--- src/hdl/sebfr_pkg.sv ---
// Shared types, constants and field layouts of the STX/ETX frame receiver.
// Used by the front end, the descriptor queue, the back end, the top level and the checker.
package sebfr_pkg;

	localparam int BUFFER_DEPTH = 32;
	localparam int PARAM_COUNT  = 11;
	localparam int QUEUE_DEPTH  = 2;

	// Fixed frame positions.
	localparam int LEN_HI_POS = 1;
	localparam int LEN_LO_POS = 2;
	localparam int CMD_POS    = 4;
	localparam int STATUS_POS = 5;
	localparam int PARAM_BASE = 5;

	localparam int BYTE_W    = 8;
	localparam int LEN_W     = 6;
	localparam int IDX_W     = 4;
	localparam int CFG_IDX_W = 3;
	localparam int CNT_W     = $clog2(BUFFER_DEPTH + 1);
	localparam int ADDR_W    = $clog2(BUFFER_DEPTH);
	localparam int STEP_W    = $clog2(PARAM_COUNT + 1);
	localparam int PIDX_W    = (PARAM_COUNT > 1) ? $clog2(PARAM_COUNT) : 1;
	localparam int QPTR_W    = (QUEUE_DEPTH > 1) ? $clog2(QUEUE_DEPTH) : 1;
	localparam int QCNT_W    = $clog2(QUEUE_DEPTH + 1);

	localparam int OUT_FIELDS_W = BYTE_W + 1 + LEN_W + BYTE_W + IDX_W;
	localparam int OUT_TDATA_W  = ((OUT_FIELDS_W + 7) / 8) * 8;
	localparam int OUT_PAD_W    = OUT_TDATA_W - OUT_FIELDS_W;

	localparam logic ACTION_BYTE  = 1'b0;
	localparam logic ACTION_CLEAR = 1'b1;
	localparam logic KIND_SUMMARY = 1'b0;
	localparam logic KIND_PARAM   = 1'b1;

	typedef enum logic [CFG_IDX_W-1:0] {
		REG_START_BYTE   = 3'd0,
		REG_END_BYTE     = 3'd1,
		REG_OK_STATUS    = 3'd2,
		REG_PARAM_CMD    = 3'd3,
		REG_PARAM_LENGTH = 3'd4
	} cfg_reg_t;

	typedef struct packed {
		logic [BYTE_W-1:0] start_byte;
		logic [BYTE_W-1:0] end_byte;
		logic [BYTE_W-1:0] ok_status;
		logic [BYTE_W-1:0] param_command;
		logic [BYTE_W-1:0] param_frame_length;
	} cfg_t;

	// Snapshot of an accepted frame, taken when its check byte is accepted.
	typedef struct packed {
		logic [BYTE_W-1:0]                  command;
		logic                               exec_ok;
		logic [LEN_W-1:0]                   frame_length;
		logic                               has_params;
		logic [PARAM_COUNT-1:0][BYTE_W-1:0] params;
	} frame_desc_t;

	typedef struct packed {
		logic              kind;
		logic [BYTE_W-1:0] command;
		logic              exec_ok;
		logic [LEN_W-1:0]  frame_length;
		logic [BYTE_W-1:0] param_value;
		logic [IDX_W-1:0]  param_index;
		logic              last;
	} result_t;

endpackage

--- src/hdl/stx_etx_bcc_frame_receiver.sv ---
// Top level of the STX/ETX frame receiver with XOR block check: configuration
// registers, stream packing, and the front end, descriptor queue and back end.
// Depends on sebfr_pkg, sebfr_front, sebfr_queue and sebfr_back.

// The receiver takes one byte beat per cycle (tuser high clears the parser) and
// hunts for the start byte, storing and XOR-checking bytes until an end byte and
// a matching check byte with the right big-endian length close the frame. Each
// accepted frame is handed as a descriptor to a two-entry queue; the back end
// then emits one summary beat, followed for a parameter report by one beat per
// parameter byte, one beat per cycle from its output register while m_tready is
// high, tlast on the final one. Input beats stall only while the queue is full,
// so the input side runs at one byte per cycle as long as result beats are
// drained at least as fast as frames complete. Configuration writes are always
// ready and are meant for when the block is idle.
module stx_etx_bcc_frame_receiver import sebfr_pkg::*; (
	input  logic                   clk,
	input  logic                   arst_n,
	// Input stream.
	input  logic                   s_tvalid,
	output logic                   s_tready,
	input  logic [7:0]             s_tdata,   // [7:0] rx_byte
	input  logic                   s_tuser,   // [0] action
	// Result stream.
	output logic                   m_tvalid,
	input  logic                   m_tready,
	output logic [OUT_TDATA_W-1:0] m_tdata,   // [7:0] command, [8] exec_ok,
	                                          // [14:9] frame_length, [22:15] param_value,
	                                          // [26:23] param_index, rest zero
	output logic                   m_tuser,   // [0] kind
	output logic                   m_tlast,
	// Configuration write channel.
	input  logic                   cfg_valid,
	output logic                   cfg_ready,
	input  logic [CFG_IDX_W-1:0]   cfg_index,
	input  logic [BYTE_W-1:0]      cfg_data
);

	cfg_t        cfg_q;
	logic        q_full;
	logic        q_push;
	frame_desc_t q_push_desc;
	logic        q_pop;
	frame_desc_t q_pop_desc;
	logic        q_not_empty;
	result_t     result;

	assign cfg_ready = 1'b1;

	always_ff @(posedge clk or negedge arst_n) begin
		if (!arst_n) begin
			cfg_q.start_byte         <= 8'h02;
			cfg_q.end_byte           <= 8'h03;
			cfg_q.ok_status          <= 8'h4F;
			cfg_q.param_command      <= 8'h0B;
			cfg_q.param_frame_length <= 8'h11;
		end else if (cfg_valid && cfg_ready) begin
			unique case (cfg_reg_t'(cfg_index))
				REG_START_BYTE:   cfg_q.start_byte         <= cfg_data;
				REG_END_BYTE:     cfg_q.end_byte           <= cfg_data;
				REG_OK_STATUS:    cfg_q.ok_status          <= cfg_data;
				REG_PARAM_CMD:    cfg_q.param_command      <= cfg_data;
				REG_PARAM_LENGTH: cfg_q.param_frame_length <= cfg_data;
				default: ;
			endcase
		end
	end

	sebfr_front u_front (
		.clk        (clk),
		.arst_n     (arst_n),
		.cfg        (cfg_q),
		.in_valid   (s_tvalid),
		.in_ready   (s_tready),
		.in_action  (s_tuser),
		.in_byte    (s_tdata),
		.queue_full (q_full),
		.push       (q_push),
		.push_desc  (q_push_desc)
	);

	sebfr_queue u_queue (
		.clk       (clk),
		.arst_n    (arst_n),
		.push      (q_push),
		.push_desc (q_push_desc),
		.full      (q_full),
		.pop       (q_pop),
		.pop_desc  (q_pop_desc),
		.not_empty (q_not_empty)
	);

	sebfr_back u_back (
		.clk        (clk),
		.arst_n     (arst_n),
		.q_valid    (q_not_empty),
		.q_desc     (q_pop_desc),
		.pop        (q_pop),
		.out_valid  (m_tvalid),
		.out_ready  (m_tready),
		.out_result (result)
	);

	assign m_tdata = {{OUT_PAD_W{1'b0}}, result.param_index, result.param_value,
	                  result.frame_length, result.exec_ok, result.command};
	assign m_tuser = result.kind;
	assign m_tlast = result.last;

endmodule

--- src/hdl/sebfr_front.sv ---
// Front end of the frame receiver: start hunting, frame store, running XOR and frame check.
// Depends on sebfr_pkg; pushes one descriptor per accepted frame into the queue.
module sebfr_front import sebfr_pkg::*; (
	input  logic              clk,
	input  logic              arst_n,
	input  cfg_t              cfg,
	input  logic              in_valid,
	output logic              in_ready,
	input  logic              in_action,
	input  logic [BYTE_W-1:0] in_byte,
	input  logic              queue_full,
	output logic              push,
	output frame_desc_t       push_desc
);

	typedef enum logic [1:0] {
		PH_HUNT  = 2'd0,
		PH_BODY  = 2'd1,
		PH_CHECK = 2'd2
	} phase_t;

	phase_t                              phase_q;
	logic [CNT_W-1:0]                    count_q;
	logic [BYTE_W-1:0]                   xor_q;
	logic [BUFFER_DEPTH-1:0][BYTE_W-1:0] store_q;

	logic [BUFFER_DEPTH-1:0][BYTE_W-1:0] post;
	logic [2*BYTE_W-1:0]                 declared;
	logic [ADDR_W-1:0]                   wr_addr;
	logic                                accept;
	logic                                full;
	logic                                frame_ok;

	assign in_ready = !queue_full;
	assign accept   = in_valid && in_ready;
	assign full     = (count_q >= CNT_W'(BUFFER_DEPTH));
	assign wr_addr  = count_q[ADDR_W-1:0];
	assign declared = {store_q[LEN_HI_POS], store_q[LEN_LO_POS]};
	assign frame_ok = (declared == (2*BYTE_W)'(count_q)) && (xor_q == in_byte) && !full;

	// The summary fields read the store as it stands once the check byte is written.
	always_comb begin
		for (int p = 0; p < BUFFER_DEPTH; p++) begin
			post[p] = (count_q == CNT_W'(p)) ? in_byte : store_q[p];
		end
	end

	assign push = accept && (in_action == ACTION_BYTE) && (phase_q == PH_CHECK) && frame_ok;

	assign push_desc.command      = post[CMD_POS];
	assign push_desc.exec_ok      = (post[STATUS_POS] == cfg.ok_status);
	assign push_desc.frame_length = LEN_W'(count_q + CNT_W'(1));
	assign push_desc.has_params   = (post[CMD_POS] == cfg.param_command) &&
	                                (post[LEN_LO_POS] == cfg.param_frame_length);

	for (genvar i = 0; i < PARAM_COUNT; i++) begin : g_param
		if (PARAM_BASE + i < BUFFER_DEPTH) begin : g_in
			assign push_desc.params[i] = post[PARAM_BASE + i];
		end else begin : g_out
			assign push_desc.params[i] = '0;
		end
	end

	always_ff @(posedge clk or negedge arst_n) begin
		if (!arst_n) begin
			phase_q <= PH_HUNT;
			count_q <= '0;
			xor_q   <= '0;
			store_q <= '0;
		end else if (accept) begin
			if (in_action == ACTION_CLEAR) begin
				phase_q <= PH_HUNT;
				count_q <= '0;
				xor_q   <= '0;
				store_q <= '0;
			end else begin
				unique case (phase_q)
					PH_BODY: begin
						if (full) begin
							phase_q <= PH_HUNT;
							count_q <= '0;
							xor_q   <= '0;
						end else begin
							store_q[wr_addr] <= in_byte;
							count_q          <= count_q + CNT_W'(1);
							xor_q            <= xor_q ^ in_byte;
							if (in_byte == cfg.end_byte) begin
								phase_q <= PH_CHECK;
							end
						end
					end
					PH_CHECK: begin
						if (full) begin
							phase_q <= PH_HUNT;
							count_q <= '0;
							xor_q   <= '0;
						end else if (frame_ok) begin
							store_q[wr_addr] <= in_byte;
							count_q          <= count_q + CNT_W'(1);
							phase_q          <= PH_HUNT;
						end else begin
							// A failed check byte is body data, and collection goes on.
							store_q[wr_addr] <= in_byte;
							count_q          <= count_q + CNT_W'(1);
							xor_q            <= xor_q ^ in_byte;
							phase_q          <= PH_BODY;
						end
					end
					default: begin
						phase_q <= PH_HUNT;
						if (in_byte == cfg.start_byte) begin
							store_q[0] <= in_byte;
							count_q    <= CNT_W'(1);
							xor_q      <= in_byte;
							phase_q    <= PH_BODY;
						end
					end
				endcase
			end
		end
	end

endmodule

--- src/hdl/sebfr_queue.sv ---
// Short queue of frame descriptors between the front end and the back end.
// Depends on sebfr_pkg for the descriptor type and the queue depth.
module sebfr_queue import sebfr_pkg::*; (
	input  logic        clk,
	input  logic        arst_n,
	input  logic        push,
	input  frame_desc_t push_desc,
	output logic        full,
	input  logic        pop,
	output frame_desc_t pop_desc,
	output logic        not_empty
);

	frame_desc_t       entries_q [QUEUE_DEPTH];
	logic [QPTR_W-1:0] wr_ptr_q;
	logic [QPTR_W-1:0] rd_ptr_q;
	logic [QCNT_W-1:0] fill_q;
	logic              do_push;
	logic              do_pop;

	assign full      = (fill_q == QCNT_W'(QUEUE_DEPTH));
	assign not_empty = (fill_q != '0);
	assign pop_desc  = entries_q[rd_ptr_q];
	assign do_push   = push && !full;
	assign do_pop    = pop && not_empty;

	function automatic logic [QPTR_W-1:0] next_ptr(input logic [QPTR_W-1:0] ptr);
		next_ptr = (ptr == QPTR_W'(QUEUE_DEPTH - 1)) ? '0 : ptr + QPTR_W'(1);
	endfunction

	always_ff @(posedge clk) begin
		if (do_push) begin
			entries_q[wr_ptr_q] <= push_desc;
		end
	end

	always_ff @(posedge clk or negedge arst_n) begin
		if (!arst_n) begin
			wr_ptr_q <= '0;
			rd_ptr_q <= '0;
			fill_q   <= '0;
		end else begin
			if (do_push) begin
				wr_ptr_q <= next_ptr(wr_ptr_q);
			end
			if (do_pop) begin
				rd_ptr_q <= next_ptr(rd_ptr_q);
			end
			if (do_push && !do_pop) begin
				fill_q <= fill_q + QCNT_W'(1);
			end else if (do_pop && !do_push) begin
				fill_q <= fill_q - QCNT_W'(1);
			end
		end
	end

endmodule

--- src/hdl/sebfr_back.sv ---
// Back end of the frame receiver: turns each descriptor into a summary beat and,
// for a parameter report, the parameter beats. Depends on sebfr_pkg.
module sebfr_back import sebfr_pkg::*; (
	input  logic        clk,
	input  logic        arst_n,
	input  logic        q_valid,
	input  frame_desc_t q_desc,
	output logic        pop,
	output logic        out_valid,
	input  logic        out_ready,
	output result_t     out_result
);

	frame_desc_t       cur_q;
	logic              busy_q;
	logic [STEP_W-1:0] step_q;
	logic              out_valid_q;
	result_t           out_q;

	logic              out_free;
	logic              fire;
	logic              is_final;
	logic [STEP_W-1:0] pidx;
	result_t           res;

	assign out_free = !out_valid_q || out_ready;
	assign fire     = busy_q && out_free;
	assign is_final = ((step_q == '0) && !cur_q.has_params) ||
	                  (step_q == STEP_W'(PARAM_COUNT));
	assign pop      = q_valid && (!busy_q || (fire && is_final));
	assign pidx     = step_q - STEP_W'(1);

	// Step zero is the summary; step k carries parameter byte k-1.
	always_comb begin
		res.command      = cur_q.command;
		res.exec_ok      = cur_q.exec_ok;
		res.frame_length = cur_q.frame_length;
		res.last         = is_final;
		if (step_q == '0) begin
			res.kind        = KIND_SUMMARY;
			res.param_value = '0;
			res.param_index = '0;
		end else begin
			res.kind        = KIND_PARAM;
			res.param_value = cur_q.params[pidx[PIDX_W-1:0]];
			res.param_index = IDX_W'(pidx);
		end
	end

	always_ff @(posedge clk or negedge arst_n) begin
		if (!arst_n) begin
			busy_q      <= 1'b0;
			step_q      <= '0;
			out_valid_q <= 1'b0;
			cur_q       <= '0;
			out_q       <= '0;
		end else begin
			if (out_free) begin
				out_valid_q <= fire;
			end
			if (fire) begin
				out_q <= res;
				if (is_final) begin
					busy_q <= 1'b0;
					step_q <= '0;
				end else begin
					step_q <= step_q + STEP_W'(1);
				end
			end
			if (pop) begin
				cur_q  <= q_desc;
				busy_q <= 1'b1;
				step_q <= '0;
			end
		end
	end

	assign out_valid  = out_valid_q;
	assign out_result = out_q;

endmodule

--- config.mk ---
export PLATFORM = sky130hd
export DESIGN_NAME = stx_etx_bcc_frame_receiver
export DESIGN_NICKNAME = d
export VERILOG_FILES = /design/src/hdl/sebfr_pkg.sv /design/src/hdl/stx_etx_bcc_frame_receiver.sv /design/src/hdl/sebfr_front.sv /design/src/hdl/sebfr_queue.sv /design/src/hdl/sebfr_back.sv
export SDC_FILE = /design/constraint.sdc
export NUM_CORES = 1
export LEC_CHECK = 0
export ABC_CLOCK_PERIOD_IN_PS = 6530
export BUFFER_PORTS_ARGS = -buffer_cell sky130_fd_sc_hd__buf_2
export CAP_MARGIN = 30
export CORE_MARGIN = 3
export CORE_UTILIZATION = 35
export DETAILED_ROUTE_END_ITERATION = 10
export GPL_TIMING_DRIVEN = 0
export MAX_ROUTING_LAYER = met4
export PLACE_DENSITY = 0.5
export SYNTH_ARGS = -nofsm -noshare
export SYNTH_HDL_FRONTEND = slang
export SYNTH_HIERARCHICAL = 1
export SYNTH_SLANG_ARGS = --single-unit
--- constraint.sdc ---
create_clock -name clk -period 6.53 [get_ports clk]
set_input_delay 0.653 -clock clk [delete_from_list [all_inputs] [get_ports clk]]
set_output_delay 0.653 -clock clk [all_outputs]
set_load 0.02 [all_outputs]
# == Word level (Yosys, flattened, before mapping) ==
# Memories as Yosys holds them, arrays and structs flattened. A register that Yosys moved wholly into a read port is not among the register bits.
# Cells that the tools add are included.
# classes
mux,53
add_sub_neg,7
order_cmp,4
bitwise_logic,2
n_reduce_logical,48
n_eq_ne,31
# op_table
op,count
$mux 256,2
$bwmux 256,1
$mux 248,1
$mux 8,21
$eq 6x4->1 const B,8
$eq 8x8->1,6
$demux 8 s5,1
$bmux 8 s4,1
$eq 6x3->1 const B,4
$mux 6,4
$eq 16x6->1,1
$logic_and 1x1->1,16
$pmux 8 s2,1
$reduce_and 2->1,8
$mux 12,1
$mux 2,6
$mux 4,3
$mux 1,10
$reduce_and 3->1,3
$logic_not 1->1,8
$reduce_bool 2->1,4
$xor 8x8->8,1
$add 6x1->6 const B,1
$eq 3x2->1 const B,2
26 further kinds,31
# totals
regBits,351
wordCells,199
mem_bits_rw,208
n_memories,1
# memory_table
memory,depth,word_bits,read_ports,rd_clocked_by_memory_dff,wr,line_no,rtl
u_queue.entries_q,2,104,1,1,1,sebfr_queue.sv:14,frame_desc_t entries_q [QUEUE_DEPTH];

# == Longest topological paths before layout ==
# Gate-level depths: netlist (run 1).
# depth
word_depth,11
depth_mapped,17
depth_no_buf,11

# == Cells and area by module ==
# The synthesis (run 1) kept the hierarchy.
# by_module_without_submodules
module,area_each_um2,cells_per_inst,instances
sebfr_front,8157.8,919,1
sebfr_queue,7953.9,343,1
sebfr_back,6175.9,454,1
stx_etx_bcc_frame_receiver,1597.8,96,1

# == Least setup slack after synthesis (run 1) ==
# No wires, ideal clock.
# synth_timing
path_kind,in2reg
start,in s_tdata[0]
end,"mem u_queue/entries_q[0][0] (netlist name), enable pin"
setup_ps,568
required_ps,5962
arrival_time_ps,6247
path_stages,8
slack_ps,-284
n_path_buf,1
cell_sequence,clkbuf_1 > xor2_1 > nor4_1 > nand3_1 > nor2_1 > and3_1 > nand2_1 > nor2_1
# synth_via
elab_chain_len,7
# synth_lines
item,line_no,rtl
"start, declared",stx_etx_bcc_frame_receiver.sv:21,"input logic [7:0] s_tdata,"
$eq 8x8->1,sebfr_front.sv:39,assign frame_ok = (declared == (2*BYTE_W)'(count_q)) && (xor_q == in_byte) && !full;
$logic_and 1x1->1 (2 in a row),sebfr_front.sv:39,
$logic_and 1x1->1,sebfr_front.sv:48,assign push = accept && (in_action == ACTION_BYTE) && (phase_q == PH_CHECK) && frame_ok;
named net q_push,stx_etx_bcc_frame_receiver.sv:40,logic q_push;
$logic_and 1x1->1,sebfr_queue.sv:24,assign do_push = push && !full;
$mux 1,sebfr_queue.sv:32,if (do_push) begin
$mux 1 (implied by the code),sebfr_queue.sv:33,entries_q[wr_ptr_q] <= push_desc;
"end, declared",sebfr_queue.sv:14,
# The timed path passes the listed nets, and every way through them passes these cells.

# == Final worst setup path (run 1) ==
# layout_timing
start,reg u_back.step_q[0]
end,reg u_back.out_q (netlist bit u_back/out_result[12])
# layout_via
elab_chain_len,4
word_cells_on_any_way,5
cone_classes,1 x add/sub; 3 x mux; 1 x reduce/logical
# layout_lines
item,line_no,rtl
"start, declared",sebfr_back.sv:16,logic [STEP_W-1:0] step_q;
"start signal, assigned",sebfr_back.sv:67,step_q <= step_q + STEP_W'(1);
$sub 4x1->4,sebfr_back.sv:31,assign pidx = step_q - STEP_W'(1);
$bmux 8 s4,sebfr_back.sv:45,res.param_value = cur_q.params[pidx[PIDX_W-1:0]];
$mux 8 (implied by the code),sebfr_back.sv:45,
$mux 12 (*),sebfr_back.sv:39,if (step_q == '0) begin
"end signal, assigned",sebfr_back.sv:62,out_q <= res;
"end, declared",sebfr_back.sv:18,result_t out_q;
# Every way passes the cells marked *; elsewhere a longest branch is shown, timed or not. The select of a mux whose other input is x is not followed.
# A chain may end at the register's enable or synchronous reset.

==> reports/metrics.cfg, run 1 <==
[synthesis]
synthDistinctLibCells=70
ys.flop_type=dfrtp_1
synth_edf_count=208
synthArstFlopShare=0.599
synth-seq-area-share=0.588
synth_warnings=6
yosysMostFrequentCell=dfrtp_1
synthTopCellsByArea=dfrtp_1 (31%), edfxtp_1 (26%), mux2_2 (12%), mux2_4 (4.1%), nand2_1 (3.6%)
synth_area_sq_um=23900
synth_top_cell_by_area=dfrtp_1
synth_common_cells=dfrtp_1 (298), mux2_2 (257), nand2_1 (232)
synth_cells=1812
netlist.area_leader.share=0.312
synth.avg_cell_area_sq_um=13.2
synth_seq_cells=519

[critical_path]
cp.arrival_ns=4.22
slowest_stage=clkbuf_1
critPathLaunchType=flip-flop
crit_fanout=10
path_cells=buf_4, buf_2, inv_1, clkbuf_1, ha_1, buf_2, clkbuf_1, mux4_2, nand2_1, a21oi_1, a221o_1
worstSetupPathType=flip-flop to flip-flop
crit_path_end_kind=flip-flop
cp_data_required_time_ns=7.03
max_stage_delay_ns=0.76

[routing]
dr.pass1.iters=6
drt-initial-drc-count=1443
wl_met2_mm=31.1
post_drt_wl_per_cell_um=23.8
drt-total-wl_mm=68.3
vias=15310
m1WireLength_mm=32.3
route.detailed.drc=0
dr.max_layer_used=met4
met3_length_mm=3.22
vias_per_cell=5.34
ant_nets=0

[clock_network]
cts_setup_buffers=0
cts_root_buf=clkbuf_16
tritoncts=yes
clockBufferDepth=3
post_cts_resized=0
cts.sinks=519
cts_buffers=57
cts.htree.levels=2
clkTransAtPathRegs_ns=0.06
hold_buffers=0
clk_latency_ns=0.62

[sta]
maxSlewViolCount=0
fmax_mhz=268
setup_viol=0
worstMarginPinSlew_ns=1.07
period_needed_ns=3.73
period_share=0.571
hold_viol=0
skew_ns=0.0220
relSlewSlack=0.289
fin_hold_ws_ns=0.0699
rsz0062_at_grt=false

[place]
hpwlAfterDp_mm=47.2
port_buffers=49
place_congestion=0.888
place_inst=2754

[global_routing]
grt_pass1_wl_mm=102
grt_max_degree=112
grt_pass1_vias=15315
grt_usage=0.197
grt.overflow.total=0
antenna_found_initial=4

[flow_run]
max-cap-violations=0

[power_and_ir_drop]
p_leak_nw=11.2
p_per_area_nw_per_um2=303
ir_worst_vdd_mv=0.214

[outcome]
outcome=completed

[cells_and_area]
area_delta_synth_final_pct=14.5
fill_cells=6243
drive_above_1_share=0.283
fin_nets=1974
final_cells=2865

[floorplanning]
die_y_um=267
core_sq_um=67400
die-area_sq_um=71400
die_x_um=267
pin_count=62
rows=95
start_util=0.354

[worst_hold_path]
min_path_type=input pin to asynchronous set/reset pin

## worst max-delay path: cells and delay by family, from the launching register on
family,cells,cell delay [ns]
buf+inv,6,1.95
mux,1,0.49
compound gates,2,0.37
flops,1,0.35
fa+ha+maj,1,0.34
simple gates,1,0.10
## routing by layer
layer | global-route usage | vias to the layer above
li1 | - | 6921
met1 | 0.279 | 7851
met2 | 0.299 | 442
met3 | 0.0269 | 96
met4 | 0.0529 | 0
met5 | - | -
## sequential cells by signal, indices dropped and copies added, names as in the netlist
register           count
u_queue/entries_q    208
u_back/cur_q         104
u_front/store_q       96
cfg_q                 40
u_back/out_result     29
u_front/declared      16
u_front/xor_q          8
u_front/count_q        6
u_back/step_q          4
u_front/phase_q        2
u_queue/fill_q         2
u_back/busy_q          1
u_back/out_valid       1
u_queue/rd_ptr_q       1
u_queue/wr_ptr_q       1
## cell usage in the layout, fill, tap and decap left out, types with 10 or more instances in the layout
cell	count
nand3_1	24
a211oi_1	10
mux2_2	257
clkbuf_1	94
nor2_1	40
nor4_1	10
clkinv_2	14
a21oi_1	30
a22o_1	28
xor2_1	34
mux4_2	16
buf_12	11
a22oi_1	88
mux2_4	66
inv_1	22
buf_4	16
o21ai_0	135
dfstp_2	13
buf_2	67
dfrtp_1	298
clkbuf_16	58
nor3_1	12
edfxtp_1	208
mux2i_1	11
nand2_1	232
xnor2_1	29
## path summary, 6_finish.rpt
check	from	endpoint	slack (ns)	cells past startpoint
worst max-delay path	u_back/step_q[0]	u_back/out_result[12]	2.80	11
worst min-delay path	arst_n	cfg_q[35]	0.07	1
worst max register to register	u_back/step_q[0]	u_back/out_result[12]	2.80	11
worst min register to register	u_back/cur_q[98]	u_back/out_result[22]	0.47	2
max in group asynchronous	arst_n	u_back/out_result[9]	5.34	2
min in group clk	cfg_data[4]	cfg_q[36]	0.38	2
## final cells by class
class | count | area, sq um | share of cell area
Antenna cell | 3 | 7.51 | 0.000275
Buffer | 130 | 748 | 0.0274
Clock buffer | 81 | 1600 | 0.0584
Clock inverter | 27 | 205 | 0.00751
Inverter | 22 | 82.6 | 0.00302
Multi-Input combinational cell | 1145 | 9040 | 0.331
Sequential cell | 519 | 14000 | 0.514
Tap cell | 873 | 1090 | 0.0400
Timing Repair Buffer | 65 | 522 | 0.0191
## report_power, final
group	leakage, nW	total [mW]	internal (mW)	switching [mW]
Clock	0.894	3.11	1.78	1.33
Combinational	4.38	1.18	0.484	0.700
Sequential	5.92	3.98	3.77	0.218
Total	11.2	8.28	6.03	2.25
## logic make-up (layout without fill, tap and decap cells)
kind of cell	count (synthesis)	count (layout)	share of synthesized area
and+or+nand+nor	372	372	0.0717
DFF	519	519	0.588
AOI/OAI and AO/OA	345	345	0.0951
other	2	9	0.000314
buffers and inverters	152	325	0.0348
muxes	350	350	0.182
xor gates and xnor gates	63	63	0.0231
adders and majority gates	9	9	0.00471
## stage by stage
stage	util	TNS, ns	setup WS (ns)	power (mW)	cell area [sq um]
5_1_grt	0.406	0	2.61	8.67	27300
4_1_cts	0.406	0	2.72	8.36	27300
3_5_place_dp	0.379	0	2.31	5.22	25500
3_3_place_gp	0.375	-697.62	-1.59	5.17	25200
2_1_floorplan	-	0	1.47	4.76	23900
6_report	0.406	0	2.80	8.28	27300
Note: power is estimated with default switching activity, not from simulation.
==> inputs of run 2 (changes only) <==
ABC_CLOCK_PERIOD_IN_PS = 3150   (was 6530)
clock period = 3.15 ns   (was 6.53 ns; I/O delays follow)
==> run 2 against run 1 <==
Effect of this change:
- design area increased by 1.1%
- utilization rose by 0.45 points
- critical endpoint is now u_queue/entries_q[1][88]
- critical path type unchanged
- clock-buffer cell count grew 1
- routed wire length rose by 1.6%
- hold slack worse by 0.045 ns
- via count grew 0.90%
- largest power group unchanged
- clock skew up 0.028 ns
- combinational power is 110% higher
- critical path depth down 2
- flip-flop and latch count unchanged
==> reports/metrics.cfg, run 2 (synthesis gave the netlist of run 1 again) <==
[power_and_ir_drop]
p_leak_nw=11.3
ir_worst_vdd_mv=0.359
total_power_mw=17.4
p_per_area_nw_per_um2=631

[floorplanning]
die-area_sq_um=71400
die_y_um=267
core_sq_um=67400
start_util=0.354
rows=95
die_x_um=267
pin_count=62

[routing]
vias_per_cell=5.38
drt-initial-drc-count=1332
post_drt_wl_per_cell_um=24.2
drt-total-wl_mm=69.4
ant_nets=0
vias=15448
route.detailed.drc=0
dr.pass1.iters=5

[sta]
period_share=0.963
fin_hold_ws_ns=0.0247
setup_viol=0
relSlewSlack=0.296
rsz0062_at_grt=true
maxSlewViolCount=0
fmax_mhz=330
period_needed_ns=3.03
skew_ns=0.0500
hold_viol=0
worstMarginPinSlew_ns=1.06

[cells_and_area]
fin_nets=1987
mostFrequentLayoutCell=dfrtp_1
area_delta_synth_final_pct=15.7
drive_above_1_share=0.295
largest_register=u_queue/entries_q
largest_register_ffs=208
layout_common_cells=dfrtp_1 (298), mux2_2 (257), nand2_1 (229)
reg_top3=u_queue/entries_q: 208 flops, u_back/cur_q: 104 flops, u_front/store_q: 96 flops
fin_util=0.410

[place]
place_congestion=0.882
hpwlAfterDp_mm=47.4
port_buffers=49

[global_routing]
grt.overflow.total=0
grt_pass1_vias=15281
grt_usage=0.199
grt_pass1_wl_mm=103
antenna_found_initial=5
grt_max_degree=85

[clock_network]
cts.htree.levels=2
cts.sinks=519
clkTransAtPathRegs_ns=0.07
tritoncts=yes
clockBufferDepth=3
clk_latency_ns=0.64
cts_root_buf=clkbuf_16
cts_buffers=57

[outcome]
outcome=completed

[critical_path]
r2r_setup_slack_ns=0.12
worstSetupPathType=flip-flop to flip-flop
crit_fanout=9
cp.arrival_ns=3.52
cp_data_required_time_ns=3.63
crit_path_end_kind=flip-flop
critPathLaunchType=flip-flop

[flow_run]
max-cap-violations=0

[worst_hold_path]
min_path_type=input pin to flip-flop

==> run 2: metrics by stage <==
| step | area, sq um | TNS, ns | std cells | worst slack, ns |
|---|---|---|---|---|
| finish | 27600 | 0 | 2873 | 0.116 |
| floorplan | 23900 | -81.33 | 1816 | -0.526 |
| CTS | 27600 | 0 | 2870 | 0.0152 |
| detailed placement | 25500 | -68.05 | 2754 | -0.683 |
| global route | 27600 | -1.05 | 2872 | -0.0662 |
| global placement | 25200 | -1832.96 | 2738 | -4.69 |
==> run 2: report_power, final <==
| group | switching, mW | internal, mW | total, mW | leakage, nW |
|---|---|---|---|---|
| sequential | 0.460 | 7.81 | 8.27 | 5.92 |
| combinational | 1.48 | 1.05 | 2.53 | 4.48 |
| clock | 2.81 | 3.84 | 6.64 | 0.910 |
| total | 4.75 | 12.7 | 17.4 | 11.3 |
==> run 2: path summary, 6_finish.rpt <==
check	start	endpoint	cells past startpoint
min	cfg_data[1]	cfg_q[33]	2
min reg2reg	u_back/cur_q[100]	u_back/out_result[24]	2
min in group asynchronous	arst_n	cfg_q[32]	2
max reg2reg	u_front/count_q[0]	u_queue/entries_q[1][88]	9
max	u_front/count_q[0]	u_queue/entries_q[1][88]	9
max in group asynchronous	arst_n	u_back/cur_q[77]	4
==> run 2: metal layers <==
metal / part of all wire / track usage
met3: 0.049 / 0.0290
met4: 0.027 / 0.0565
met1: 0.47 / 0.280
met5: 0 / -
met2: 0.45 / 0.300
==> run 2: layout make-up <==
type,instances,area [sq um]
Fill cell,6278,39800
Antenna cell,1,2.50
Tap cell,873,1090
Timing Repair Buffer,78,649
Clock inverter,23,245
Multi-Input combinational cell,1147,9140
Sequential cell,519,14000
Inverter,22,82.6
Buffer,128,761
Clock buffer,82,1620
==> run 2: worst max-delay path: stages, from the launching register on <==
cell     delay, ns
dfrtp_1       0.45
inv_2         0.20
ha_2          0.27
nand2_2       0.14
nor2_8        0.21
mux2_2        0.40
xor2_1        0.16
or4_1         0.54
nor4_4        0.29
buf_4         0.21
==> run 2: what timing repair did <==
action,CTS,global route
endpoints found under the hold margin,81,0
setup endpoints to repair,262,102
hold buffers,4,0
gates resized for setup,14,14
cloned,3,0
setup buffers,5,4
pin swaps,3,4
